File: config.mk
export PLATFORM = sky130hd
export DESIGN_NAME = batch_size_scheduler
export DESIGN_NICKNAME = d
export VERILOG_FILES = /design/src/bss_pkg.sv /design/src/bss_datapath.sv /design/src/bss_control.sv /design/src/batch_size_scheduler.sv
export SDC_FILE = /design/constraint.sdc
export NUM_CORES = 2
export LEC_CHECK = 0
export ABC_CLOCK_PERIOD_IN_PS = 10900
export CAP_MARGIN = 20
export CORE_MARGIN = 3
export CORE_UTILIZATION = 50
export CTS_CLUSTER_DIAMETER = 120
export CTS_CLUSTER_SIZE = 12
export DETAILED_ROUTE_END_ITERATION = 8
export DONT_BUFFER_PORTS = 1
export GPL_TIMING_DRIVEN = 1
export PLACE_DENSITY = 0.68
export REMOVE_ABC_BUFFERS = 1
export SLEW_MARGIN = 20
export SYNTH_ARGS = -nofsm -noshare
export SYNTH_HDL_FRONTEND = slang
export SYNTH_HIERARCHICAL = 1
export SYNTH_SLANG_ARGS = --single-unit
export TNS_END_PERCENT = 1
File: constraint.sdc
create_clock -name clock -period 10.9 [get_ports clock]
set_input_delay 2.18 -clock clock [delete_from_list [all_inputs] [get_ports clock]]
set_output_delay 2.18 -clock clock [all_outputs]
set_load 0.1 [all_outputs]
File: src/bss_pkg.sv
// Package: shared types and constants of the batch size scheduler.
package bss_pkg;

   localparam int EPOCH_BITS = 16;

   localparam logic [2:0] REG_MODE      = 3'd0;
   localparam logic [2:0] REG_BASE      = 3'd1;
   localparam logic [2:0] REG_MAX       = 3'd2;
   localparam logic [2:0] REG_STEP      = 3'd3;
   localparam logic [2:0] REG_GAMMA     = 3'd4;
   localparam logic [2:0] REG_LR        = 3'd5;
   localparam logic [2:0] REG_LR_ENABLE = 3'd6;

   localparam logic OP_STEP  = 1'b0;
   localparam logic OP_QUERY = 1'b1;

   typedef struct packed {
      logic        operation;
      logic [15:0] query_epoch;
   } req_type;

   typedef struct packed {
      logic [15:0] batch_size;
      logic [31:0] learning_rate;
      logic [15:0] epoch_now;
      logic        error;
   } rsp_type;

   typedef struct packed {
      logic        schedule_mode;
      logic [15:0] base_batch;
      logic [15:0] max_batch;
      logic [15:0] step_size;
      logic [31:0] gamma;
      logic [31:0] base_lr;
      logic        lr_enable;
   } cfg_type;

   // controller to datapath
   typedef struct packed {
      logic load;       // latch item, start k division
      logic div_k;      // one bit of epoch / step_size
      logic pow_init;   // acc = 1, sq = gamma<<8
      logic pow_err;    // overflowed square multiplied in
      logic mul_acc;    // start acc*sq
      logic mul_sq;     // start sq*sq
      logic mul_step;   // one 16-bit partial product of the multiplier
      logic mul_acc_wb; // write multiplier result to acc
      logic mul_sq_wb;  // write to sq
      logic shift_k;    // k >>= 1
      logic tdiv_init;
      logic lrdiv_init;
      logic div_step;   // one bit of the long divider
      logic lr_mul;     // latch target, round and clamp batch
      logic finish;     // build result, update epoch
   } cmd_type;

   // datapath to controller
   typedef struct packed {
      logic k_bit;
      logic k_last;     // k >> 1 == 0
      logic sq_ovf;
      logic mul_ovf;
      logic step_mode;
      logic lr_on;
   } sts_type;

endpackage

File: src/bss_datapath.sv
// Datapath: epoch counter, power by squaring, long divider and result register.
module bss_datapath (
   input  logic             clock,
   input  logic             reset,
   input  bss_pkg::cfg_type cfg,
   input  bss_pkg::req_type req,
   input  bss_pkg::cmd_type cmd,
   output bss_pkg::sts_type sts,
   output bss_pkg::rsp_type rsp
);
   localparam int EB = bss_pkg::EPOCH_BITS;
   localparam logic [EB-1:0] EMAX = {EB{1'b1}};

   logic [EB-1:0] epoch_ff, epoch_in;
   logic          is_step_ff;
   logic [EB-1:0] ep_ff;        // epoch being evaluated
   logic [EB-1:0] k_ff;         // exponent (quotient during k division)
   logic [15:0]   krem_ff;      // remainder of k division
   logic [63:0]   acc_ff, sq_ff;
   logic          sq_ovf_ff, mul_ovf_ff;
   logic [63:0]   ma_ff, mb_ff;
   logic [127:0]  prod_ff;
   logic [1:0]    ai_ff, bi_ff;
   logic [63:0]   num_ff;       // dividend shifted out top first
   logic [63:0]   rem_ff;
   logic [63:0]   den_ff;
   logic [63:0]   quo_ff;
   logic [47:0]   target_ff;
   logic [15:0]   batch_ff;
   logic          err_ff;
   bss_pkg::rsp_type rsp_ff;

   logic [15:0] step_eff;
   assign step_eff = (cfg.step_size == 16'd0) ? 16'd1 : cfg.step_size;

   // k division remainder step
   logic [16:0] kr_sh;
   assign kr_sh = {krem_ff, ep_ff[EB-1]};

   // multiplier partial product
   logic [31:0] pp;
   assign pp = 32'(ma_ff[ai_ff*16 +: 16]) * 32'(mb_ff[bi_ff*16 +: 16]);

   // rounded Q32.32 product
   logic [95:0] rounded;
   assign rounded = prod_ff[127:32] + {95'd0, prod_ff[31]};

   // long division step
   logic [64:0] rsh;
   logic        ge;
   assign rsh = {rem_ff, num_ff[63]};
   assign ge  = rsh >= {1'b0, den_ff};

   logic [63:0] lrnum;
   assign lrnum = 64'(cfg.base_lr) * 64'(batch_ff);

   // rate above 32 bits, or numerator above 48 bits, on a compensated step
   logic rate_err;
   assign rate_err = is_step_ff && cfg.lr_enable && !err_ff &&
                     (lrnum[63:48] != 16'd0 || quo_ff[63:32] != 32'd0);

   always_comb begin
      epoch_in = epoch_ff;
      if (cmd.finish && is_step_ff && !err_ff && !rate_err) epoch_in = ep_ff;
   end

   always_ff @(posedge clock) begin
      if (reset) begin
         epoch_ff <= '0;
      end else begin
         epoch_ff <= epoch_in;
      end
   end

   always_ff @(posedge clock) begin
      if (cmd.load) begin
         is_step_ff <= (req.operation == bss_pkg::OP_STEP);
         if (req.operation == bss_pkg::OP_QUERY) ep_ff <= EB'(req.query_epoch);
         else ep_ff <= (epoch_ff == EMAX) ? EMAX : epoch_ff + 1'b1;
         k_ff    <= '0;
         krem_ff <= '0;
         err_ff  <= 1'b0;
      end
      if (cmd.div_k) begin
         // restoring division, epoch bits rotate through ep_ff
         ep_ff <= {ep_ff[EB-2:0], ep_ff[EB-1]};
         if (kr_sh >= {1'b0, step_eff}) begin
            krem_ff <= 16'(kr_sh - {1'b0, step_eff});
            k_ff    <= {k_ff[EB-2:0], 1'b1};
         end else begin
            krem_ff <= kr_sh[15:0];
            k_ff    <= {k_ff[EB-2:0], 1'b0};
         end
      end
      if (cmd.pow_init) begin
         if (cfg.schedule_mode) k_ff <= ep_ff;
         acc_ff     <= 64'h1_0000_0000;
         sq_ff      <= {24'd0, cfg.gamma, 8'd0};
         sq_ovf_ff  <= 1'b0;
         mul_ovf_ff <= 1'b0;
      end
      if (cmd.pow_err) err_ff <= 1'b1;
      if (cmd.mul_acc || cmd.mul_sq) begin
         ma_ff   <= cmd.mul_acc ? acc_ff : sq_ff;
         mb_ff   <= sq_ff;
         prod_ff <= '0;
         ai_ff   <= '0;
         bi_ff   <= '0;
      end
      if (cmd.mul_step) begin
         prod_ff <= prod_ff + (128'(pp) << (ai_ff*16 + bi_ff*16));
         bi_ff   <= bi_ff + 1'b1;
         if (bi_ff == 2'd3) ai_ff <= ai_ff + 1'b1;
      end
      if (cmd.mul_acc_wb) begin
         acc_ff <= rounded[63:0];
         if (rounded[95:64] != 32'd0) mul_ovf_ff <= 1'b1;
      end
      if (cmd.mul_sq_wb) begin
         sq_ff <= rounded[63:0];
         if (rounded[95:64] != 32'd0) sq_ovf_ff <= 1'b1;
      end
      if (cmd.shift_k) k_ff <= k_ff >> 1;
      if (cmd.tdiv_init) begin
         num_ff <= {cfg.base_batch, 48'd0};   // base_batch << 48
         den_ff <= acc_ff;
         rem_ff <= '0;
         quo_ff <= '0;
         if (mul_ovf_ff || acc_ff == 64'd0) err_ff <= 1'b1;
      end
      if (cmd.lrdiv_init) begin
         num_ff <= {lrnum[47:0], 16'd0};      // (base_lr * batch) << 16
         den_ff <= {16'd0, target_ff};
         rem_ff <= '0;
         quo_ff <= '0;
      end
      if (cmd.div_step) begin
         num_ff <= {num_ff[62:0], 1'b0};
         rem_ff <= ge ? 64'(rsh - {1'b0, den_ff}) : rsh[63:0];
         quo_ff <= {quo_ff[62:0], ge};
      end
      if (cmd.lr_mul) begin
         // target needs quotient < 2^48 and above zero
         target_ff <= quo_ff[47:0];
         if (quo_ff[63:48] != 16'd0 || quo_ff == 64'd0) err_ff <= 1'b1;
         begin
            logic [32:0] r;
            r = 33'((49'(quo_ff[47:0]) + 49'h8000) >> 16);
            if (r == 33'd0) batch_ff <= 16'd1;
            else if (r > {17'd0, cfg.max_batch}) batch_ff <= cfg.max_batch;
            else batch_ff <= r[15:0];
         end
      end
      if (cmd.finish) begin
         logic e;
         e = err_ff || rate_err;
         rsp_ff.error         <= e;
         rsp_ff.batch_size    <= e ? 16'd0 : batch_ff;
         rsp_ff.learning_rate <= (e || !is_step_ff || !cfg.lr_enable) ? 32'd0
                                 : quo_ff[31:0];
         rsp_ff.epoch_now     <= 16'((is_step_ff && !e) ? ep_ff : epoch_ff);
      end
   end

   assign sts.k_bit     = k_ff[0];
   assign sts.k_last    = (k_ff >> 1) == '0;
   assign sts.sq_ovf    = sq_ovf_ff;
   assign sts.mul_ovf   = mul_ovf_ff;
   assign sts.step_mode = !cfg.schedule_mode;
   assign sts.lr_on     = cfg.lr_enable && is_step_ff && !err_ff;
   assign rsp = rsp_ff;
endmodule

File: src/bss_control.sv
// Controller: sequences k division, power, divisions and the handshakes.
module bss_control (
   input  logic             clock,
   input  logic             reset,
   input  logic             req_valid,
   output logic             req_ready,
   output logic             rsp_valid,
   input  logic             rsp_ready,
   input  bss_pkg::sts_type sts,
   output bss_pkg::cmd_type cmd
);
   localparam logic [3:0] S_IDLE  = 4'd0;
   localparam logic [3:0] S_KDIV  = 4'd1;
   localparam logic [3:0] S_PINIT = 4'd2;
   localparam logic [3:0] S_PBIT  = 4'd3;
   localparam logic [3:0] S_MUL   = 4'd4;
   localparam logic [3:0] S_WB    = 4'd5;
   localparam logic [3:0] S_TDIV  = 4'd6;
   localparam logic [3:0] S_TDONE = 4'd7;
   localparam logic [3:0] S_LRDIV = 4'd8;
   localparam logic [3:0] S_FIN   = 4'd9;
   localparam logic [3:0] S_OUT   = 4'd10;
   localparam logic [3:0] S_LRI   = 4'd11;

   logic [3:0] state_ff, state_in;
   logic [6:0] cnt_ff, cnt_in;
   logic       sqmode_ff, sqmode_in;   // current multiply is a square
   logic       done_ff, done_in;       // current exponent bit handled (multiplied in or aborted)

   always_comb begin
      cmd       = '0;
      state_in  = state_ff;
      cnt_in    = cnt_ff;
      sqmode_in = sqmode_ff;
      done_in   = done_ff;
      req_ready = (state_ff == S_IDLE);
      rsp_valid = (state_ff == S_OUT);
      case (state_ff)
         S_IDLE: if (req_valid) begin
            cmd.load = 1'b1;
            cnt_in   = '0;
            state_in = S_KDIV;
         end
         S_KDIV: begin
            if (!sts.step_mode) state_in = S_PINIT;
            else begin
               cmd.div_k = 1'b1;
               cnt_in    = cnt_ff + 1'b1;
               if (cnt_ff == 7'(bss_pkg::EPOCH_BITS - 1)) state_in = S_PINIT;
            end
         end
         S_PINIT: begin
            cmd.pow_init = 1'b1;
            done_in      = 1'b0;
            state_in     = S_PBIT;
         end
         S_PBIT: begin
            if (sts.mul_ovf) state_in = S_TDIV;
            else if (sqmode_ff == 1'b0 && sts.k_bit && !done_ff) begin
               if (sts.sq_ovf) begin
                  // overflowed square multiplied in: error
                  cmd.pow_err = 1'b1;
                  state_in    = S_TDIV;
                  done_in     = 1'b1;
               end else begin
                  cmd.mul_acc = 1'b1;
                  cnt_in      = '0;
                  state_in    = S_MUL;
               end
            end else if (sts.k_last) state_in = S_TDIV;
            else if (sqmode_ff == 1'b0 && !sts.sq_ovf) begin
               cmd.mul_sq = 1'b1;
               sqmode_in  = 1'b1;
               cnt_in     = '0;
               state_in   = S_MUL;
            end else begin
               cmd.shift_k = 1'b1;
               sqmode_in   = 1'b0;
               done_in     = 1'b0;
            end
         end
         S_MUL: begin
            cmd.mul_step = 1'b1;
            cnt_in       = cnt_ff + 1'b1;
            if (cnt_ff == 7'd15) state_in = S_WB;
         end
         S_WB: begin
            if (sqmode_ff) begin
               cmd.mul_sq_wb = 1'b1;
               cmd.shift_k   = 1'b1;
               sqmode_in     = 1'b0;
               done_in       = 1'b0;
            end else begin
               cmd.mul_acc_wb = 1'b1;
               done_in        = 1'b1;
            end
            state_in = S_PBIT;
         end
         S_TDIV: begin
            if (cnt_ff == 7'd0 && state_ff == S_TDIV && !sqmode_ff) begin
               cmd.tdiv_init = 1'b1;
               sqmode_in     = 1'b1;
               cnt_in        = 7'd1;
            end else begin
               cmd.div_step = 1'b1;
               cnt_in       = cnt_ff + 1'b1;
               if (cnt_ff == 7'd64) state_in = S_TDONE;
            end
         end
         S_TDONE: begin
            cmd.lr_mul = 1'b1;
            sqmode_in  = 1'b0;
            state_in   = S_LRI;
         end
         S_LRI: begin
            if (sts.lr_on) begin
               cmd.lrdiv_init = 1'b1;
               cnt_in         = 7'd1;
               state_in       = S_LRDIV;
            end else state_in = S_FIN;
         end
         S_LRDIV: begin
            cmd.div_step = 1'b1;
            cnt_in       = cnt_ff + 1'b1;
            if (cnt_ff == 7'd64) state_in = S_FIN;
         end
         S_FIN: begin
            cmd.finish = 1'b1;
            state_in   = S_OUT;
         end
         S_OUT: if (rsp_ready) state_in = S_IDLE;
         default: state_in = S_IDLE;
      endcase
      // entering TDIV: counter must start at zero
      if (state_in == S_TDIV && state_ff != S_TDIV) begin
         cnt_in    = '0;
         sqmode_in = 1'b0;
      end
   end

   always_ff @(posedge clock) begin
      if (reset) begin
         state_ff  <= S_IDLE;
         cnt_ff    <= '0;
         sqmode_ff <= 1'b0;
         done_ff   <= 1'b0;
      end else begin
         state_ff  <= state_in;
         cnt_ff    <= cnt_in;
         sqmode_ff <= sqmode_in;
         done_ff   <= done_in;
      end
   end
endmodule

File: src/batch_size_scheduler.sv
// Top level: batch size scheduler with configuration registers.
//  channel | direction | handshake              | payload
//  req     | in        | req_valid / req_ready  | req_data (req_type)
//  rsp     | out       | rsp_valid / rsp_ready  | rsp_data (rsp_type)
//  csr     | in        | csr_valid / csr_ready  | csr_index, csr_data
// From acceptance to result valid an item goes through a 16-bit epoch division
// in step mode, an issue, 16 partial products and a write-back per set exponent
// bit and per square, a 64-bit target division and a 64-bit rate division on
// compensated steps.
// One item is in flight at a time; the next is taken after the result is
// delivered. Reset clears the epoch counter and registers to their defaults.
// csr writes are always ready.
module batch_size_scheduler (
   input  logic             clock,
   input  logic             reset,
   input  logic             req_valid,
   output logic             req_ready,
   input  bss_pkg::req_type req_data,
   output logic             rsp_valid,
   input  logic             rsp_ready,
   output bss_pkg::rsp_type rsp_data,
   input  logic             csr_valid,
   output logic             csr_ready,
   input  logic [2:0]       csr_index,
   input  logic [31:0]      csr_data
);
   bss_pkg::cfg_type cfg_ff;
   bss_pkg::cmd_type cmd;
   bss_pkg::sts_type sts;

   assign csr_ready = 1'b1;

   always_ff @(posedge clock) begin
      if (reset) begin
         cfg_ff <= '{schedule_mode: 1'b0, base_batch: 16'd1, max_batch: 16'd1,
                     step_size: 16'd1, gamma: 32'h0100_0000, base_lr: 32'd0,
                     lr_enable: 1'b0};
      end else if (csr_valid) begin
         case (csr_index)
            bss_pkg::REG_MODE:      cfg_ff.schedule_mode <= csr_data[0];
            bss_pkg::REG_BASE:      cfg_ff.base_batch    <= csr_data[15:0];
            bss_pkg::REG_MAX:       cfg_ff.max_batch     <= csr_data[15:0];
            bss_pkg::REG_STEP:      cfg_ff.step_size     <= csr_data[15:0];
            bss_pkg::REG_GAMMA:     cfg_ff.gamma         <= csr_data;
            bss_pkg::REG_LR:        cfg_ff.base_lr       <= csr_data;
            bss_pkg::REG_LR_ENABLE: cfg_ff.lr_enable     <= csr_data[0];
            default: ;
         endcase
      end
   end

   bss_control u_control (
      .clock, .reset, .req_valid, .req_ready, .rsp_valid, .rsp_ready,
      .sts, .cmd
   );

   bss_datapath u_datapath (
      .clock, .reset, .cfg(cfg_ff), .req(req_data), .cmd, .sts, .rsp(rsp_data)
   );
endmodule

======== After elaboration in Yosys (flattened, before gate mapping) ========
Index checks and enable logic that the tools add are counted.
storage, ports and cells
  memories ................................ 0
  bits in registers ....................... 952
  bits in latches ......................... 0
  output and inout bits ................... 68
  bits in read-only memories .............. 0
  memory bits (writable) .................. 0
operators by class
  bitwise operators ....................... 2
  divide/modulo/power cells ............... 0
  magnitude comparators ................... 3
  multiply operators ...................... 2
  muxes and demuxes ....................... 116
  reduce and logical (&&, ||, !) cells .... 61
  shift-type cells ........................ 3
  $add $sub $neg .......................... 10
  equality and inequality tests ........... 35
operators with widths
  cell                      count
  $mux W64                  13
  $mux W128                 2
  $mux W16                  14
  $add A128 B128 Y128       1
  $logic_not A64 Y1         2
  $shiftx A64 B7 Y16        2
  $shl A32 B32 Y128         1
  $add A96 B1 Y96           1
  $mux W48                  2
  $ge A65 B64 Y1            1
  $reduce_bool A32 Y1       2
  $sub A64 B64 Y64          1
  $mux W7                   9
  $add A48 B16 Y49 const B  1
  $mul A32 B16 Y48          1
  $mux W4                   12
  $mux W1                   46
  $pmux W4 S11              1
  $pmux W7 S6               1
  $gt A33 B16 Y1            1
  $logic_not A33 Y1         1
  $logic_not A16 Y1         2
  $mul A16 B16 Y32          1
  $eq A4 B3 Y1 const B      5
  other kinds (41)          109

======== Depth between registers and ports, before layout ========
  depth in word-level cells ............... 12
  mapped depth ............................ 44

======== Hierarchy ========
The synthesis kept the hierarchy.
by module, submodules not included
  module                instances  area an instance (um2)  sequential area each (um2)  cells an instance
  bss_datapath          1          74084.8                 24243.3                     7751
  batch_size_scheduler  1          4623.2                  2282.2                      415
  bss_control           1          1273.7                  260.2                       177

======== Least setup slack after synthesis ========
OpenSTA, ideal clock, no wires.
  kind .................................... register to register
  from .................................... reg u_datapath.bi_ff[0]
  to ...................................... reg u_datapath.prod_ff[127], data pin
  library setup time ...................... 0.255 ns
  path slack .............................. 0.076 ns
  buffers on the path ..................... 4
  arrival ................................. 10.569 ns
  stages on the path, launching flop included .. 41
  data required time ...................... 10.645 ns
  cells stage by stage .................... edfxtp_1 clkbuf_1 buf_1 mux2_2 o21ai_1 inv_1 and2_1 fa_1 inv_1 fa_1 fa_1 fa_1 inv_1 fa_1 inv_1 fa_1 inv_1 ha_1 (+5 left out) a2111oi_0 o21ai_0 and3_1 a311oi_1 mux2_2 nor2_1 ha_1 clkbuf_1 and3_1 nand2_1 nor4_1 or4bb_1 a211oi_1 nor2_1 o21ai_0 a31oi_1 xor3_1 and2_1
on the way
  cells in the longest elaborated chain, start to end .. 5
  elaborated cells on any way between the ends .. 6
ends and longest elaborated chain
  item                    line                 text
  from (decl)             bss_datapath.sv:23   logic [1:0] ai_ff, bi_ff;
  from (signal assigned)  bss_datapath.sv:112  bi_ff <= bi_ff + 1'b1;
  $shiftx A64 B7 Y16      bss_datapath.sv:42   assign pp = 32'(ma_ff[ai_ff*16 +: 16]) * 32'(mb_ff[bi_ff*16 +: 16]);
  $mul A16 B16 Y32        bss_datapath.sv:42
  $shl A32 B32 Y128 *     bss_datapath.sv:111  prod_ff <= prod_ff + (128'(pp) << (ai_ff*16 + bi_ff*16));
  $add A128 B128 Y128 *   bss_datapath.sv:111
  $mux W128 *             bss_datapath.sv:110  if (cmd.mul_step) begin
  to (signal assigned)    bss_datapath.sv:111
  to (decl)               bss_datapath.sv:22   logic [127:0] prod_ff;
Every way passes the cells marked *; elsewhere a longest branch is shown, timed or not.
A chain may end at the register's enable or synchronous reset.

======== Worst setup path after layout ========
  from .................................... reg u_datapath.ai_ff[0]
  to ...................................... reg u_datapath.prod_ff[127], data pin
on the way
  cells in the longest elaborated chain, start to end .. 5
  elaborated cells on any way between the ends .. 6
ends and longest elaborated chain
  item                    line                 text
  from (decl)             bss_datapath.sv:23
  from (signal assigned)  bss_datapath.sv:113  if (bi_ff == 2'd3) ai_ff <= ai_ff + 1'b1;
  $shiftx A64 B7 Y16      bss_datapath.sv:42
  $mul A16 B16 Y32        bss_datapath.sv:42
  $shl A32 B32 Y128 *     bss_datapath.sv:111
  $add A128 B128 Y128 *   bss_datapath.sv:111
  $mux W128 *             bss_datapath.sv:110
Marks and branches as above.

==> results by group <==
Routing
  – DRC Markers: 0
  – ANT nets after route: 0
  – Routed WL: 263 mm
  – WL/cell: 24.8 um
  – DRT iter0 DRCs: 6719
  – Via density per instance: 6.01
  – DR pass1 iterations: 8
  – Via count: 63700

STA
  – Final hold vios: 0
  – Final Max Slew Viols: 0
  – Unrepaired setup endpoints after global routing: true
  – Worst-Margin Slew: 1160 ps
  – Final Cycle Share: 0.967
  – Peak Freq: 94.9 MHz
  – WHS: 447 ps
  – Tmin final: 10540 ps
  – Clk_skew: 49.3 ps
  – Worst rel slew slack: 0.226
  – Setup TNS Final: 0 ps
  – Final setup fails: 0

CTS
  – Skew-Pair Late Insertion Delay: 740 ps
  – Max Buffers Root-to-Sink: 3
  – Clock transition at path regs: 70 ps
  – Cts hold-fix bufs: 0
  – Htree depth: 3
  – Clock sinks: 952
  – CTS Buf Count: 90
  – TritonCTS clock tree: built
  – CTS Root Cell: clkbuf_16

Setup path
  – Worst setup SP type: flop
  – CP max-delay cell: mux4_2
  – WP data required: 11360 ps
  – Worst Path Max Fanout: 11
  – Buf/Inv on CP: 11
  – Crit-path max cell delay: 600 ps
  – Worst EP arrival: 11000 ps
  – Crit end category: flop
  – Crit Path Class: flop to flop
  – CP top delay family: adder cells

GRT
  – Global-route wire length before repair: 395 mm
  – Vias in the first global route: 63100
  – Overflow after GRT: 0
  – Largest net degree at the start of global routing: 179
  – Initial antenna violation count: 18
  – GRT Util Overall: 0.317

Placement
  – Final RePlAce weighted congestion: 1.01
  – Number of placed instances, taps included: 10400
  – Post-DP HPWL: 201 mm
  – I/O Buffers: 0

Pwr
  – P_int: 10.1 mW
  – Sw Ratio: 0.450
  – Psw: 8.24 mW
  – Max VDD drop: 0.333 mV
  – PwrDens: 210 mW/mm^2
  – Clock share of power: 0.167
  – Pleak: 36.6 nW
  – Comb power frac: 0.614
  – Register share of total power: 0.219

Synthesis
  – Count of distinct cell types in the synthesized netlist: 102
  – Synth Flop Type: edfxtp_1
  – Synth top area cells: edfxtp_1 29%, fa_1 15%, ha_1 7.1%
  – Area share of the largest cell type after synthesis: 0.290
  – Post-synth EDFFs: 772
  – Area leader, netlist: edfxtp_1
  – Most common cell in the synthesized netlist: nand2_1
  – Syn avg cell area: 9.59 sq um
  – Synthesized flop and latch total: 952
  – Commonest cells in the netlist: 979 x nand2_1, 850 x inv_1, 772 x edfxtp_1
  – Synthesis Warnings: 6
  – Sequential area share after synthesis: 0.335
  – Cells after Synth: 8343
  – Synth Cell Area: 0.0800 sq mm
  – Asr flop ratio synth: 0

Layout
  – Layout cells sized above 1: 0.0940
  – Area Growth Syn to Fin: 9.02%
  – Footprint of the multi-input gates: 0.0488 sq mm
  – Fin cells: 10600
  – FILL cells: 14100
  – FF+latch area: 0.0268 sq mm
  – Final nets: 9558

Floorplanning
  – Die Y: 406 um
  – Starting Density: 0.504
  – Total die area: 0.165 sq mm
  – Boundary pin count: 125
  – Rows: 146
  – Die width: 406 um
  – Core area: 0.159 sq mm

Flow run
  – MaxCap Viol Count: 0

Hold path
  – Min-delay worst type: flop to flop

Status
  – Status: complete, no violations
-- per-layer routing --
metal,wire (um),global-route usage
met1,111000,0.445
met2,115000,0.481
met3,26300,0.0726
met4,10500,0.113
met5,9,0
-- power by group through the flow --
| stage | clock network [mW] | logic (mW) | registers [mW] |
|---|---|---|---|
| floorplan | 0 | 6.01 | 4.06 |
| global placement | 0 | 10.6 | 4.08 |
| detailed placement | 0 | 10.5 | 4.09 |
| CTS | 3.12 | 10.7 | 4.01 |
| global route | 3.25 | 12.0 | 4.01 |
| finish | 3.06 | 11.2 | 4.01 |
-- state kept, by name, summed over array words and instances, names as in the netlist, 2 cells and up --
name	count
u_datapath/den_ff	64
u_datapath/prod_ff	128
u_datapath/quo_ff	64
u_datapath/rsp	65
u_datapath/target_ff	48
u_datapath/ma_ff	64
u_datapath/bi_ff	2
u_datapath/ai_ff	2
u_datapath/mb_ff	64
u_datapath/krem_ff	16
u_datapath/rem_ff	64
u_control/state_ff	4
cfg_ff	114
u_datapath/num_ff	48
u_datapath/acc_ff	64
u_datapath/k_ff	16
u_control/cnt_ff	7
u_datapath/epoch_ff	16
u_datapath/ep_ff	16
u_datapath/batch_ff	16
u_datapath/sq_ff	64
-- stage by stage --
step | setup WS, ps | power [mW] | area, sq um | utilization
2_1_floorplan | -26.8 | 10.1 | 78300 | -
3_3_place_gp | -314 | 14.7 | 84000 | 0.530
3_5_place_dp | -375 | 14.6 | 84000 | 0.530
4_1_cts | -2.38 | 17.8 | 86700 | 0.547
5_1_grt | -109 | 19.3 | 87200 | 0.550
6_report | 360 | 18.3 | 87200 | 0.550
-- what timing repair did --
item,in CTS,in global routing
endpoints found under the setup margin,16,64
cloned,0,1
pin swaps,0,11
setup buffers,0,7
gates resized for setup,11,72
endpoints found under the hold margin,0,0
-- final timing paths --
check,start,to,slack (ps),cells after the start
worst min register to register,u_datapath/sq_ff[5]$_SDFFCE_PN0P_,u_datapath/mb_ff[5]$_DFFE_PP_,450,0
worst max-delay path,u_datapath/ai_ff[0]$_DFF_P_,u_datapath/prod_ff[127]$_SDFFCE_PN0P_,360,41
worst max register to register,u_datapath/ai_ff[0]$_DFF_P_,u_datapath/prod_ff[127]$_SDFFCE_PN0P_,360,41
worst min-delay path,u_datapath/sq_ff[5]$_SDFFCE_PN0P_,u_datapath/mb_ff[5]$_DFFE_PP_,450,0
-- kinds of logic after synthesis --
group / count (synthesis) / share of synthesized area
multiplexers: 398 / 0.0551
AND/OR/NAND/NOR: 2914 / 0.175
flip-flops: 952 / 0.335
adder cells (fa/ha/maj): 1071 / 0.225
AO/OA/AOI/OAI: 1399 / 0.110
buffers and inverters: 1260 / 0.0610
XOR/XNOR: 348 / 0.0383
other: 1 / 0.0000469
-- final cells by class --
class | instances | share of cell area
Timing Repair Buffer | 401 | 0.0361
Antenna cell | 15 | 0.000430
Clock inverter | 11 | 0.00231
Multi-Input combinational cell | 6131 | 0.559
Sequential cell | 952 | 0.307
Inverter | 854 | 0.0368
Clock buffer | 147 | 0.0283
Tap cell | 2072 | 0.0297
-- cell usage in the layout (no fill, tap or decap), types with 55 or more instances in the layout --
cell type and instances:
nand2_1 979, inv_1 849, edfxtp_1 772, nor2_1 679
fa_1 614, ha_1 453, a21oi_1 438, buf_4 387
and2_1 317, o21ai_0 294, mux2i_1 230, nand2b_1 199
dfxtp_1 179, xnor2_1 176, xor2_1 168, mux2_2 146
a21o_1 143, nand4_1 130, nand3_1 116, and3_1 111
clkbuf_16 91, nor2b_1 91, nor3_1 78, o21bai_1 66
clkbuf_1 57, nor4_1 55
(Power assumes the default switching activity.)
